<file path="src/rtl/assert_macros.svh">
// Assertion macros shared by the ellipse rasterizer RTL.
// Each macro assumes i_clk and i_rst_n in the scope where it is used.
`ifndef ASSERT_MACROS_SVH
`define ASSERT_MACROS_SVH

// Same-cycle implication, checked outside reset.
`define MER_ASSERT_IMPLY(label, ante, cons) \
    label: assert property (@(posedge i_clk) disable iff (!i_rst_n) (ante) |-> (cons)) \
        else $error("mer: same-cycle implication failed");

// Next-cycle implication, checked outside reset.
`define MER_ASSERT_NEXT(label, ante, cons) \
    label: assert property (@(posedge i_clk) disable iff (!i_rst_n) (ante) |=> (cons)) \
        else $error("mer: next-cycle implication failed");

`endif

</file>
<file path="src/rtl/mer_pkg.sv">
// Types and codes for the midpoint ellipse rasterizer.
// No dependencies; imported by midpoint_ellipse_raster.
package mer_pkg;

    localparam logic OP_START   = 1'b0;
    localparam logic OP_ADVANCE = 1'b1;

    typedef enum logic [1:0] {
        PH_IDLE,
        PH_R1,
        PH_R2,
        PH_DONE
    } t_phase;

    typedef enum logic [2:0] {
        SQ_WAIT,
        SQ_MUL,
        SQ_ROUND,
        SQ_CHECK,
        SQ_STEP_A,
        SQ_STEP_B,
        SQ_EMIT
    } t_seq;

    typedef enum logic [3:0] {
        MS_SQ_RX,
        MS_SQ_RY,
        MS_RX2_RY,
        MS_START_SUM,
        MS_TT,
        MS_RY2_TT,
        MS_UU,
        MS_RX2_UU,
        MS_RX2_RY2,
        MS_SETUP_SUM
    } t_mstep;

endpackage

</file>
<file path="src/rtl/midpoint_ellipse_raster.sv">
// Midpoint ellipse rasterizer: one shared multiplier under a sequencer.
// Depends on mer_pkg and assert_macros.svh.
//
// A start beat loads the center and radii and returns the four mirrored points of
// (0, radius_y); each advance beat runs one midpoint iteration and returns the next
// four points, with done set on the last set. An advance while idle or done returns
// nothing. The block handles one beat at a time and holds o_in_ready low while it
// works. A start, or an advance after which region 1 ends, also runs the region-2
// decision set-up. The single multiplier serves every product of the start and
// set-up sequences in turn, one product a cycle. A finished point set waits in
// the output register, and the block takes the next beat while it waits; a point
// set that is finished while the register is still full holds the block until
// the register is drained.
`include "assert_macros.svh"

module midpoint_ellipse_raster
    import mer_pkg::*;
#(
    parameter int COORD_BITS  = 12,
    parameter int RADIUS_BITS = 10
) (
    input  logic                         i_clk,
    input  logic                         i_rst_n,
    input  logic                         i_in_valid,
    output logic                         o_in_ready,
    input  logic                         i_operation,
    input  logic signed [COORD_BITS-1:0] i_center_x,
    input  logic signed [COORD_BITS-1:0] i_center_y,
    input  logic [RADIUS_BITS-1:0]       i_radius_x,
    input  logic [RADIUS_BITS-1:0]       i_radius_y,
    output logic                         o_out_valid,
    input  logic                         i_out_ready,
    output logic signed [COORD_BITS:0]   o_point_a_x,
    output logic signed [COORD_BITS:0]   o_point_a_y,
    output logic signed [COORD_BITS:0]   o_point_b_x,
    output logic signed [COORD_BITS:0]   o_point_b_y,
    output logic signed [COORD_BITS:0]   o_point_c_x,
    output logic signed [COORD_BITS:0]   o_point_c_y,
    output logic signed [COORD_BITS:0]   o_point_d_x,
    output logic signed [COORD_BITS:0]   o_point_d_y,
    output logic                         o_in_second_region,
    output logic                         o_done_res
);

    localparam int CW  = COORD_BITS;
    localparam int OW  = COORD_BITS + 1;
    localparam int RW  = RADIUS_BITS;
    localparam int XW  = RADIUS_BITS + 1;
    localparam int SQW = 2 * RADIUS_BITS;
    localparam int SW  = 3 * RADIUS_BITS + 2;
    localparam int MW  = 2 * RADIUS_BITS + 4;
    localparam int DW  = 2 * MW;

    t_seq   r_seq, n_seq;
    t_mstep r_mstep, n_mstep;
    t_phase r_phase, n_phase;

    logic signed [CW-1:0] r_cx, n_cx, r_cy, n_cy;
    logic [RW-1:0]        r_rx, n_rx, r_ry, n_ry;
    logic [SQW-1:0]       r_rx2, n_rx2, r_ry2, n_ry2;
    logic [XW-1:0]        r_x, n_x, r_y, n_y;
    logic [SW-1:0]        r_sx, n_sx, r_sy, n_sy;
    logic signed [DW-1:0] r_dec, n_dec, r_acc, n_acc;
    logic [DW-1:0]        r_prod, n_prod;
    logic                 r_moved, n_moved;
    logic                 r_second, n_second;

    logic                 r_out_valid, n_out_valid;
    logic signed [OW-1:0] r_pax, n_pax, r_pay, n_pay, r_pbx, n_pbx, r_pby, n_pby;
    logic signed [OW-1:0] r_pcx, n_pcx, r_pcy, n_pcy, r_pdx, n_pdx, r_pdy, n_pdy;
    logic                 r_out_second, n_out_second;
    logic                 r_out_done, n_out_done;

    logic [MW-1:0]        m_a, m_b;
    logic [DW-1:0]        m_p;
    logic [MW-1:0]        t_val, u_val;
    logic                 in_take;
    logic                 dec_pos;
    logic signed [OW-1:0] ex_cx, ex_cy, ex_ox, ex_oy;

    assign m_p     = DW'(m_a) * DW'(m_b);
    assign t_val   = (MW'(r_x) << 1) | MW'(1);
    assign u_val   = (r_y == '0) ? MW'(1) : MW'(r_y - XW'(1));
    assign dec_pos = !r_dec[DW-1] && (r_dec != '0);
    assign in_take = i_in_valid && o_in_ready;

    assign ex_cx = OW'(r_cx);
    assign ex_cy = OW'(r_cy);
    assign ex_ox = OW'(r_x);
    assign ex_oy = OW'(r_y);

    always_ff @(posedge i_clk) begin
        if (!i_rst_n) begin
            r_seq       <= SQ_WAIT;
            r_mstep     <= MS_SQ_RX;
            r_phase     <= PH_IDLE;
            r_out_valid <= 1'b0;
        end else begin
            r_seq       <= n_seq;
            r_mstep     <= n_mstep;
            r_phase     <= n_phase;
            r_out_valid <= n_out_valid;
        end
    end

    always_ff @(posedge i_clk) begin
        r_cx         <= n_cx;
        r_cy         <= n_cy;
        r_rx         <= n_rx;
        r_ry         <= n_ry;
        r_rx2        <= n_rx2;
        r_ry2        <= n_ry2;
        r_x          <= n_x;
        r_y          <= n_y;
        r_sx         <= n_sx;
        r_sy         <= n_sy;
        r_dec        <= n_dec;
        r_acc        <= n_acc;
        r_prod       <= n_prod;
        r_moved      <= n_moved;
        r_second     <= n_second;
        r_pax        <= n_pax;
        r_pay        <= n_pay;
        r_pbx        <= n_pbx;
        r_pby        <= n_pby;
        r_pcx        <= n_pcx;
        r_pcy        <= n_pcy;
        r_pdx        <= n_pdx;
        r_pdy        <= n_pdy;
        r_out_second <= n_out_second;
        r_out_done   <= n_out_done;
    end

    always_comb begin
        n_seq        = r_seq;
        n_mstep      = r_mstep;
        n_phase      = r_phase;
        n_cx         = r_cx;
        n_cy         = r_cy;
        n_rx         = r_rx;
        n_ry         = r_ry;
        n_rx2        = r_rx2;
        n_ry2        = r_ry2;
        n_x          = r_x;
        n_y          = r_y;
        n_sx         = r_sx;
        n_sy         = r_sy;
        n_dec        = r_dec;
        n_acc        = r_acc;
        n_prod       = r_prod;
        n_moved      = r_moved;
        n_second     = r_second;
        n_out_valid  = r_out_valid && !i_out_ready;
        n_pax        = r_pax;
        n_pay        = r_pay;
        n_pbx        = r_pbx;
        n_pby        = r_pby;
        n_pcx        = r_pcx;
        n_pcy        = r_pcy;
        n_pdx        = r_pdx;
        n_pdy        = r_pdy;
        n_out_second = r_out_second;
        n_out_done   = r_out_done;
        m_a          = '0;
        m_b          = '0;
        o_in_ready   = (r_seq == SQ_WAIT);

        case (r_seq)
            SQ_WAIT: begin
                if (in_take) begin
                    if (i_operation == OP_START) begin
                        n_cx     = i_center_x;
                        n_cy     = i_center_y;
                        n_rx     = i_radius_x;
                        n_ry     = i_radius_y;
                        n_x      = '0;
                        n_y      = XW'(i_radius_y);
                        n_sx     = '0;
                        n_second = 1'b0;
                        n_phase  = PH_R1;
                        n_mstep  = MS_SQ_RX;
                        n_seq    = SQ_MUL;
                    end else if (r_phase == PH_R1 || r_phase == PH_R2) begin
                        n_seq = SQ_STEP_A;
                    end
                end
            end
            SQ_MUL: begin
                n_prod = m_p;
                case (r_mstep)
                    MS_SQ_RX: begin
                        m_a     = MW'(r_rx);
                        m_b     = MW'(r_rx);
                        n_mstep = MS_SQ_RY;
                    end
                    MS_SQ_RY: begin
                        n_rx2   = SQW'(r_prod);
                        m_a     = MW'(r_ry);
                        m_b     = MW'(r_ry);
                        n_mstep = MS_RX2_RY;
                    end
                    MS_RX2_RY: begin
                        n_ry2   = SQW'(r_prod);
                        m_a     = MW'(r_rx2);
                        m_b     = MW'(r_ry);
                        n_mstep = MS_START_SUM;
                    end
                    MS_START_SUM: begin
                        n_sy  = SW'(r_prod << 1);
                        n_acc = (DW'(r_ry2) << 2) - (r_prod << 2) + DW'(r_rx2);
                        n_seq = SQ_ROUND;
                    end
                    MS_TT: begin
                        m_a     = t_val;
                        m_b     = t_val;
                        n_mstep = MS_RY2_TT;
                    end
                    MS_RY2_TT: begin
                        m_a     = MW'(r_prod);
                        m_b     = MW'(r_ry2);
                        n_mstep = MS_UU;
                    end
                    MS_UU: begin
                        n_acc   = r_prod;
                        m_a     = u_val;
                        m_b     = u_val;
                        n_mstep = MS_RX2_UU;
                    end
                    MS_RX2_UU: begin
                        m_a     = MW'(r_rx2);
                        m_b     = MW'(r_prod);
                        n_mstep = MS_RX2_RY2;
                    end
                    MS_RX2_RY2: begin
                        n_acc   = r_acc + (r_prod << 2);
                        m_a     = MW'(r_rx2);
                        m_b     = MW'(r_ry2);
                        n_mstep = MS_SETUP_SUM;
                    end
                    MS_SETUP_SUM: begin
                        n_acc = r_acc - (r_prod << 2);
                        n_seq = SQ_ROUND;
                    end
                    default: begin
                        n_seq = SQ_WAIT;
                    end
                endcase
            end
            SQ_ROUND: begin
                if (r_acc[DW-1]) begin
                    n_dec = (r_acc + DW'(1)) >>> 2;
                end else begin
                    n_dec = (r_acc + DW'(2)) >>> 2;
                end
                n_seq = SQ_CHECK;
            end
            SQ_CHECK: begin
                if (r_phase == PH_R1 && r_sx >= r_sy) begin
                    n_phase = PH_R2;
                    n_mstep = MS_TT;
                    n_seq   = SQ_MUL;
                end else if (r_phase == PH_R2 && r_y == '0) begin
                    n_phase = PH_DONE;
                    n_seq   = SQ_EMIT;
                end else begin
                    n_seq = SQ_EMIT;
                end
            end
            SQ_STEP_A: begin
                n_second = (r_phase == PH_R2);
                if (r_phase == PH_R2) begin
                    n_moved = !dec_pos;
                    n_y     = r_y - XW'(1);
                    n_sy    = r_sy - (SW'(r_rx2) << 1);
                    if (!dec_pos) begin
                        n_x  = r_x + XW'(1);
                        n_sx = r_sx + (SW'(r_ry2) << 1);
                    end
                end else begin
                    n_moved = !r_dec[DW-1];
                    n_x     = r_x + XW'(1);
                    n_sx    = r_sx + (SW'(r_ry2) << 1);
                    if (!r_dec[DW-1]) begin
                        n_y  = r_y - XW'(1);
                        n_sy = r_sy - (SW'(r_rx2) << 1);
                    end
                end
                n_seq = SQ_STEP_B;
            end
            SQ_STEP_B: begin
                if (r_second) begin
                    n_dec = r_dec + DW'(r_rx2) - DW'(r_sy)
                            + (r_moved ? DW'(r_sx) : DW'(0));
                end else begin
                    n_dec = r_dec + DW'(r_ry2) + DW'(r_sx)
                            - (r_moved ? DW'(r_sy) : DW'(0));
                end
                n_seq = SQ_CHECK;
            end
            SQ_EMIT: begin
                if (!r_out_valid || i_out_ready) begin
                    n_out_valid  = 1'b1;
                    n_pax        = ex_cx + ex_ox;
                    n_pay        = ex_cy + ex_oy;
                    n_pbx        = ex_cx - ex_ox;
                    n_pby        = ex_cy + ex_oy;
                    n_pcx        = ex_cx + ex_ox;
                    n_pcy        = ex_cy - ex_oy;
                    n_pdx        = ex_cx - ex_ox;
                    n_pdy        = ex_cy - ex_oy;
                    n_out_second = r_second;
                    n_out_done   = (r_phase == PH_DONE);
                    n_seq        = SQ_WAIT;
                end
            end
            default: begin
                n_seq = SQ_WAIT;
            end
        endcase
    end

    assign o_out_valid        = r_out_valid;
    assign o_point_a_x        = r_pax;
    assign o_point_a_y        = r_pay;
    assign o_point_b_x        = r_pbx;
    assign o_point_b_y        = r_pby;
    assign o_point_c_x        = r_pcx;
    assign o_point_c_y        = r_pcy;
    assign o_point_d_x        = r_pdx;
    assign o_point_d_y        = r_pdy;
    assign o_in_second_region = r_out_second;
    assign o_done_res         = r_out_done;

    `MER_ASSERT_NEXT(a_start_loads,
        in_take && i_operation == OP_START,
        r_seq == SQ_MUL && r_phase == PH_R1 && r_x == '0)
    `MER_ASSERT_NEXT(a_idle_advance_drops,
        in_take && i_operation == OP_ADVANCE && (r_phase == PH_IDLE || r_phase == PH_DONE),
        r_seq == SQ_WAIT && !$rose(r_out_valid))
    `MER_ASSERT_IMPLY(a_emit_settled,
        r_seq == SQ_EMIT,
        r_phase != PH_IDLE && !(r_phase == PH_R1 && r_sx >= r_sy)
            && !(r_phase == PH_R2 && r_y == '0))
    `MER_ASSERT_IMPLY(a_y_bounded,
        r_phase != PH_IDLE && r_seq != SQ_MUL,
        r_y <= XW'(r_ry))

endmodule
</file>
<file path="config.mk">
export PLATFORM = sky130hd
export DESIGN_NAME = midpoint_ellipse_raster
export DESIGN_NICKNAME = d
export VERILOG_FILES = /design/src/rtl/mer_pkg.sv /design/src/rtl/midpoint_ellipse_raster.sv
export VERILOG_INCLUDE_DIRS = /design/src /design/src/rtl
export SDC_FILE = /design/constraint.sdc
export NUM_CORES = 2
export LEC_CHECK = 0
export BUFFER_PORTS_ARGS = -buffer_cell sky130_fd_sc_hd__buf_2
export CAP_MARGIN = 20
export CELL_PAD_IN_SITES_DETAIL_PLACEMENT = 1
export CELL_PAD_IN_SITES_GLOBAL_PLACEMENT = 2
export CORE_ASPECT_RATIO = 0.9
export CORE_MARGIN = 8
export CORE_UTILIZATION = 41
export CTS_CLUSTER_SIZE = 20
export DETAILED_ROUTE_END_ITERATION = 8
export PLACE_DENSITY_LB_ADDON = 0.15
export SYNTH_ARGS = -nofsm -noshare
export SYNTH_HDL_FRONTEND = slang
export SYNTH_SLANG_ARGS = --single-unit
</file>
<file path="constraint.sdc">
create_clock -name i_clk -period 13 [get_ports i_clk]
set_input_delay 1.95 -clock i_clk [delete_from_list [all_inputs] [get_ports i_clk]]
set_output_delay 1.95 -clock i_clk [all_outputs]
set_load 0.05 [all_outputs]
</file>
# == After elaboration in Yosys (flattened, before gate mapping) ==
# Cells that the tools add are included.
# word_totals
output_inout_bits,108
inputBits,49
rom_bits,0
ram_bits,0
register_bits,380
mem_count,0
latchBits,0
# classes
n_mul,1
n_reduce_logical,39
n_eq_ne,29
n_div,0
shifts,0
mux,53
n_lt_le_gt_ge,1
add_sub_neg,21
n_bitwise,1
# ops
operator,n
$mux 32,9
$pmux 24 s6,2
$pmux 48 s4,1
$add 48x20->48,3
$pmux 32 s2,2
$add 48x32->48,2
$mux 48,2
$pmux 48 s2,1
$sub 48x32->48,2
$mux 11,8
$mux 24,3
$add 48x2->48 const B,1
$add 48x3->48 const B,1
$add 48x48->48,1
$mul 24x24->48,1
$reduce_bool 48->1,1
$sub 22x48->48,1
$sub 48x48->48,1
$pmux 11 s2,2
$add 32x21->32,1
$ge 32x32->1,1
$pmux 4 s8,1
$sub 32x21->32,1
$add 12x12->13,2
other kinds (44),95

# == Longest topological paths before layout ==
# depth
ltp_word,6
ltp_mapped,37
depth_no_buf,33

# == Least setup slack after synthesis ==
# No wires, ideal clock.
# synth_path
path_kind,flip-flop to flip-flop
from,register r_seq[0]
to,"register r_prod[46], data pin"
path_slack_ns,3.433
arrival_ns,9.303
stages_incl_launch_ff,34
required_ns,12.736
cell_sequence,dfxtp_1 clkbuf_1 nand2b_1 nand2b_1 inv_1 nand2_1 clkbuf_1 a31oi_1 clkbuf_1 nand2_1 fa_1 inv_1 fa_1 inv_1 fa_1 fa_1 fa_1 inv_1 fa_1 inv_1 fa_1 inv_1 ha_1 clkbuf_1 and3_1 a221o_1 nor3_1 a21oi_1 or2_1 a31o_2 a21oi_1 o21bai_1 a221oi_1 xnor2_1
# synth_between
elab_chain_cells,3
elab_cells_between_ends,4
cone_classes,1 x mul; 1 x eq/ne; 2 x mux
# synth_rtl
element,line_no,source
from (decl),midpoint_ellipse_raster.sv:54,"t_seq r_seq, n_seq;"
from (signal assigned),midpoint_ellipse_raster.sv:99,r_seq <= n_seq;
$eq 3x1->1 (*),midpoint_ellipse_raster.sv:168,case (r_seq)
$mux 24,midpoint_ellipse_raster.sv:168,
$mul 24x24->48 (*),midpoint_ellipse_raster.sv:81,assign m_p = DW'(m_a) * DW'(m_b);
named net m_p[46],midpoint_ellipse_raster.sv:75,logic [DW-1:0] m_p;
to (signal assigned),midpoint_ellipse_raster.sv:119,r_prod <= n_prod;
to (decl),midpoint_ellipse_raster.sv:64,"logic [DW-1:0] r_prod, n_prod;"
# Mark *: on every way through the listed nets, which the timed path passes. The rest lies on a longest branch.
# A chain may end at the register's enable or synchronous reset.

# == Worst setup path after layout ==
# layout_path
from,register r_y[1]
to,"register r_prod[47], data pin"
# layout_between
elab_chain_cells,5
elab_cells_between_ends,8
cone_classes,1 x add/sub; 1 x mul; 5 x mux; 1 x reduce/logical
# layout_rtl
element,line_no,source
from (decl),midpoint_ellipse_raster.sv:61,"logic [XW-1:0] r_x, n_x, r_y, n_y;"
from (signal assigned),midpoint_ellipse_raster.sv:114,r_y <= n_y;
$sub 11x1->12 or $logic_not 11->1 (tied branches),midpoint_ellipse_raster.sv:83,assign u_val = (r_y == '0) ? MW'(1) : MW'(r_y - XW'(1));
$mux 24 (*),midpoint_ellipse_raster.sv:83,
$pmux 24 s6,midpoint_ellipse_raster.sv:190,case (r_mstep)
$mux 24,midpoint_ellipse_raster.sv:168,
$mul 24x24->48 (*),midpoint_ellipse_raster.sv:81,
named net m_p[47],midpoint_ellipse_raster.sv:75,
# Marked as above.

==> results.rst <==
.. list-table::
   :header-rows: 1

   * - Metric
     - Value
   * - Port Buffer Count
     - approximately 160
   * - Number of gates resized after CTS
     - 0
   * - Global-route wire length before repair
     - ~290000 um
   * - Yosys reg bits
     - around 380
   * - I/O pins
     - 157
   * - Critical path's largest stage delay
     - approximately 0.8 ns
   * - Routed len/inst
     - around 24 um
   * - Final non-filler cell area
     - between 50000 and 60000 sq um
   * - Multi-input gate area in the final layout
     - 37700 sq um
   * - Net count reported at finish
     - ~7300
   * - Row count
     - 126
   * - Netlist Area Pre-Place
     - ~54000 sq um
   * - Switching pwr
     - around 2.2 mW
   * - P&R area growth vs syn
     - 7.67%
   * - Combinational family with the most area after synthesis
     - adder cells
   * - Cell-internal power
     - between 3 and 4 mW
   * - Total Die Area
     - between 100000 and 150000 sq um
   * - Layout fillers
     - between 15000 and 20000
   * - Die span in y
     - around 360 um
   * - Violations in the final reports
     - design-rule violations
   * - Main synth FF type
     - sky130_fd_sc_hd__edfxtp_1
   * - Mapped Nets
     - around 7300
   * - Hpwl dp
     - about 160000 um
   * - TritonCTS buffer count
     - 48
   * - Average vias per placed instance
     - between 5 and 6
   * - Setup Fix Bufs, Post-CTS
     - 0
   * - Initial antenna violation count
     - 3
   * - Placed insts
     - 7832
   * - Worst Clk Skew
     - 0.0392 ns
   * - Syn avg cell area
     - roughly 8.7 sq um
   * - Global-route total usage across every layer
     - between 20% and 30%
   * - Die span in x
     - 398 um
   * - Length of the first detailed-routing pass in iterations
     - 9
   * - Simple-gate share of the synthesized area
     - between 10 and 15%
   * - Class of the worst hold path
     - flip-flop to flip-flop
   * - Aggregate global routing overflow
     - 0
   * - Worst setup path class
     - flip-flop to flip-flop
   * - Most area-consuming cells after synthesis
     - sky130_fd_sc_hd__fa_1 23%, sky130_fd_sc_hd__edfxtp_1 20%, sky130_fd_sc_hd__ha_1 12%, sky130_fd_sc_hd__inv_1 7.5%, sky130_fd_sc_hd__nand2_1 5.1%
   * - Share of post-route cells with drive strength above 1
     - around 6.7%
   * - Data arrival time of the worst path
     - 10.60 ns
   * - Clock transition at the registers of the reported paths
     - 0.07 ns
   * - Vias in the first global route
     - around 48000
   * - Placed instance area
     - around 56000 sq um
   * - Clock latency at the later pin of the worst-skew pair
     - 0.63 ns
   * - Leakage power figure
     - about 26 nW
   * - Core area
     - roughly 130000 sq um
   * - Setup repair after global routing missed its margin
     - no
   * - Pwr/cell area
     - 92.8 nW/um^2
   * - Initial Utilization
     - between 40% and 50%
   * - Slew Limit Fails
     - 0
   * - DRC violation total after the first TritonRoute iteration
     - ~3200
   * - Cell taking the most area after synthesis
     - sky130_fd_sc_hd__fa_1
   * - Xor/xnor cell area share of the yosys netlist
     - slightly above 6%
   * - CTS sink cnt
     - between 300 and 400
   * - CTS Root Cell
     - sky130_fd_sc_hd__clkbuf_16
   * - Total of endpoints with negative setup slack in the final report
     - 0
   * - Worst hold slack
     - approximately 0.58 ns
   * - Top-area cell type share of the netlist area
     - ~23%
   * - Compound-Gate Fraction of Synth Area
     - 14.3%
   * - Endpoint class of the critical path
     - flip-flop
   * - EDFF count, synth
     - about 370
   * - Critical path data required time
     - between 10 and 15 ns
   * - Number of H-tree levels
     - 2
   * - DRC Markers
     - 12
   * - Wire length reported by the detailed router
     - roughly 190000 um
   * - Final-layout setup total negative slack
     - 0 ns
   * - Min setup slack post-route
     - approximately 2.8 ns
   * - Final Cycle Share
     - 78.7%
   * - Highest clock frequency the design can meet
     - approximately 100 MHz
   * - Number of hold violations in the final report
     - 0
   * - Sequential share of power
     - 29.8%
   * - Switching part of the total
     - 41.5%
   * - Slew at the pin closest to its max-slew limit
     - 1.13 ns
   * - Global placer's final weighted congestion
     - a little under 0.9
   * - Clock power frac
     - roughly a quarter
   * - Synth top cells by count
     - 1071 x sky130_fd_sc_hd__inv_1, 737 x sky130_fd_sc_hd__nand2_1, 607 x sky130_fd_sc_hd__fa_1
   * - Status
     - complete, but fails checks
   * - Overall power after layout
     - 5.39 mW
   * - Vias
     - about 44000
   * - Max rail drop VDD
     - about 96 uV
   * - Library cell with the highest instance count after synthesis
     - sky130_fd_sc_hd__inv_1
   * - Hold Buf Count CTS
     - 0
   * - Residual antenna-violating net count after detailed routing
     - 0
   * - Count of non-filler cells in the finished layout
     - slightly below 8000
   * - Post-route minimum period
     - approximately 10 ns
   * - Worst slew slack as a fraction of its limit
     - roughly 25%
   * - Deepest clock path buffer count
     - 3
   * - Number of warnings reported in the yosys synthesis log
     - 0
   * - Synthesized instance count
     - a little over 6000
   * - Share of synthesized registers carrying an async set or reset
     - 0%
   * - Post-Route Utilization
     - approximately 44%
   * - Crit path max-delay cell type
     - sky130_fd_sc_hd__a22oi_1
   * - Biggest fanout along the worst timing path
     - 19
   * - Sequential cell area fraction in the yosys report
     - around 21%
   * - TritonCTS clock tree
     - yes
   * - Fraction of synthesized area in multiplexers
     - less than 1%
   * - Pin count of the biggest net entering global routing
     - roughly 90
   * - Register area
     - between 10000 and 15000 sq um
   * - Worst slack at placement
     - between 2 and 3 ns
   * - Number of max-cap violations
     - 0
   * - Setup crit start kind
     - flip-flop
   * - Worst path most repeated cell
     - sky130_fd_sc_hd__fa_1
   * - Adder-Cell Fraction of Synth Area
     - 34.0%
   * - Unique masters post-synth
     - between 70 and 80
   * - Power share of the combinational group
     - 44.2%
==> power by group through the flow <==
stage	Clock, mW	Combinational (mW)	Sequential (mW)
2_1_floorplan	0	1.68	1.55
6_report	1.40	2.38	1.61
4_1_cts	1.43	2.37	1.60
5_1_grt	1.47	2.63	1.62
3_3_place_gp	0	2.31	1.63
3_5_place_dp	0	2.35	1.63
==> flip-flops by register name, summed over array words and instances, names as in the netlist, 2 cells and up <==
name and cells:
r_acc 48, r_dec 48, r_prod 48, r_sx 31
r_sy 31, r_rx2 20, r_ry2 20, o_point_b_y 13
o_point_c_x 13, o_point_d_x 12, o_point_d_y 12, r_cx 12
r_cy 12, r_x 11, r_y 11, r_rx 10
r_ry 10, r_mstep 4, r_seq 3, r_phase 2
==> final cells by class <==
class,count,area share (%)
clock inverters,31,0.618
well taps,1728,3.72
diodes,3,0.0129
clock buffers,58,2.15
flip-flops and latches,376,19.3
repair buffers,235,2.39
inverters,1071,6.92
multi-input cells,4426,64.9
==> cell families after synthesis <==
logic type,Yosys count
adders and majority gates,1103
muxes,8
and+or+nand+nor,1740
AOI/OAI and AO/OA,1200
buffers and inverters,1387
xor gates and xnor gates,375
DFF,376
==> cell usage in the layout (no fill, tap or decap), types with 11 or more instances in the layout <==
master,instances
sky130_fd_sc_hd__inv_1,1070
sky130_fd_sc_hd__nand2_1,733
sky130_fd_sc_hd__fa_1,607
sky130_fd_sc_hd__ha_1,496
sky130_fd_sc_hd__nor2_1,411
sky130_fd_sc_hd__edfxtp_1,366
sky130_fd_sc_hd__a21oi_1,328
sky130_fd_sc_hd__o21ai_0,253
sky130_fd_sc_hd__xnor2_1,237
sky130_fd_sc_hd__buf_2,157
sky130_fd_sc_hd__a21o_1,142
sky130_fd_sc_hd__xor2_1,137
sky130_fd_sc_hd__and2_1,128
sky130_fd_sc_hd__buf_4,76
sky130_fd_sc_hd__nand3_1,75
sky130_fd_sc_hd__nor3_1,68
sky130_fd_sc_hd__nand4_1,67
sky130_fd_sc_hd__o21bai_1,49
sky130_fd_sc_hd__and3_1,48
sky130_fd_sc_hd__clkbuf_16,48
sky130_fd_sc_hd__a211oi_1,44
sky130_fd_sc_hd__nand2b_1,43
sky130_fd_sc_hd__a22oi_1,42
sky130_fd_sc_hd__nor2b_1,41
sky130_fd_sc_hd__a31oi_1,37
sky130_fd_sc_hd__o21a_1,33
sky130_fd_sc_hd__o211ai_1,31
sky130_fd_sc_hd__nor4_1,29
sky130_fd_sc_hd__a31o_2,28
sky130_fd_sc_hd__o31ai_1,25
sky130_fd_sc_hd__or3_1,23
sky130_fd_sc_hd__a222oi_1,21
sky130_fd_sc_hd__a21boi_0,16
sky130_fd_sc_hd__or2_2,15
sky130_fd_sc_hd__a221o_1,14
sky130_fd_sc_hd__o221ai_1,14
sky130_fd_sc_hd__a211o_1,12
sky130_fd_sc_hd__clkinv_2,12
sky130_fd_sc_hd__and4_1,11
==> per-layer routing <==
layer  wire (um)  vias up  part of all wire, %  track usage [%]
li1            -    20300                    -                -
met2       88200     1110                   46             43.2
met3        9170      249                  4.8             2.80
met4        5220        0                  2.7             6.35
met1       89200    22800                   46             37.4
met5           0        -                    0                0
==> worst max-delay path: cells and delay by family (launching register included) <==
family / cells / cell delay, ns
DFF: 1 / 0.46
and+or+nand+nor: 8 / 1.84
AOI/OAI and AO/OA: 7 / 2.94
xor gates and xnor gates: 1 / 0.16
adders and majority gates: 9 / 3.94
buffers and inverters: 6 / 0.58
==> final timing paths <==
check / startpoint / end / slack [ns] / depth (start not counted)
worst max register to register: r_y[1]$_DFFE_PP_ / r_prod[47]$_DFFE_PP_ / 2.76 / 31
worst min-delay path: o_out_valid$_SDFF_PN0_ / o_out_valid$_SDFF_PN0_ / 0.58 / 2
worst max-delay path: r_y[1]$_DFFE_PP_ / r_prod[47]$_DFFE_PP_ / 2.76 / 31
worst min register to register: o_out_valid$_SDFF_PN0_ / o_out_valid$_SDFF_PN0_ / 0.58 / 2
Power figures use the tool's default switching activity.
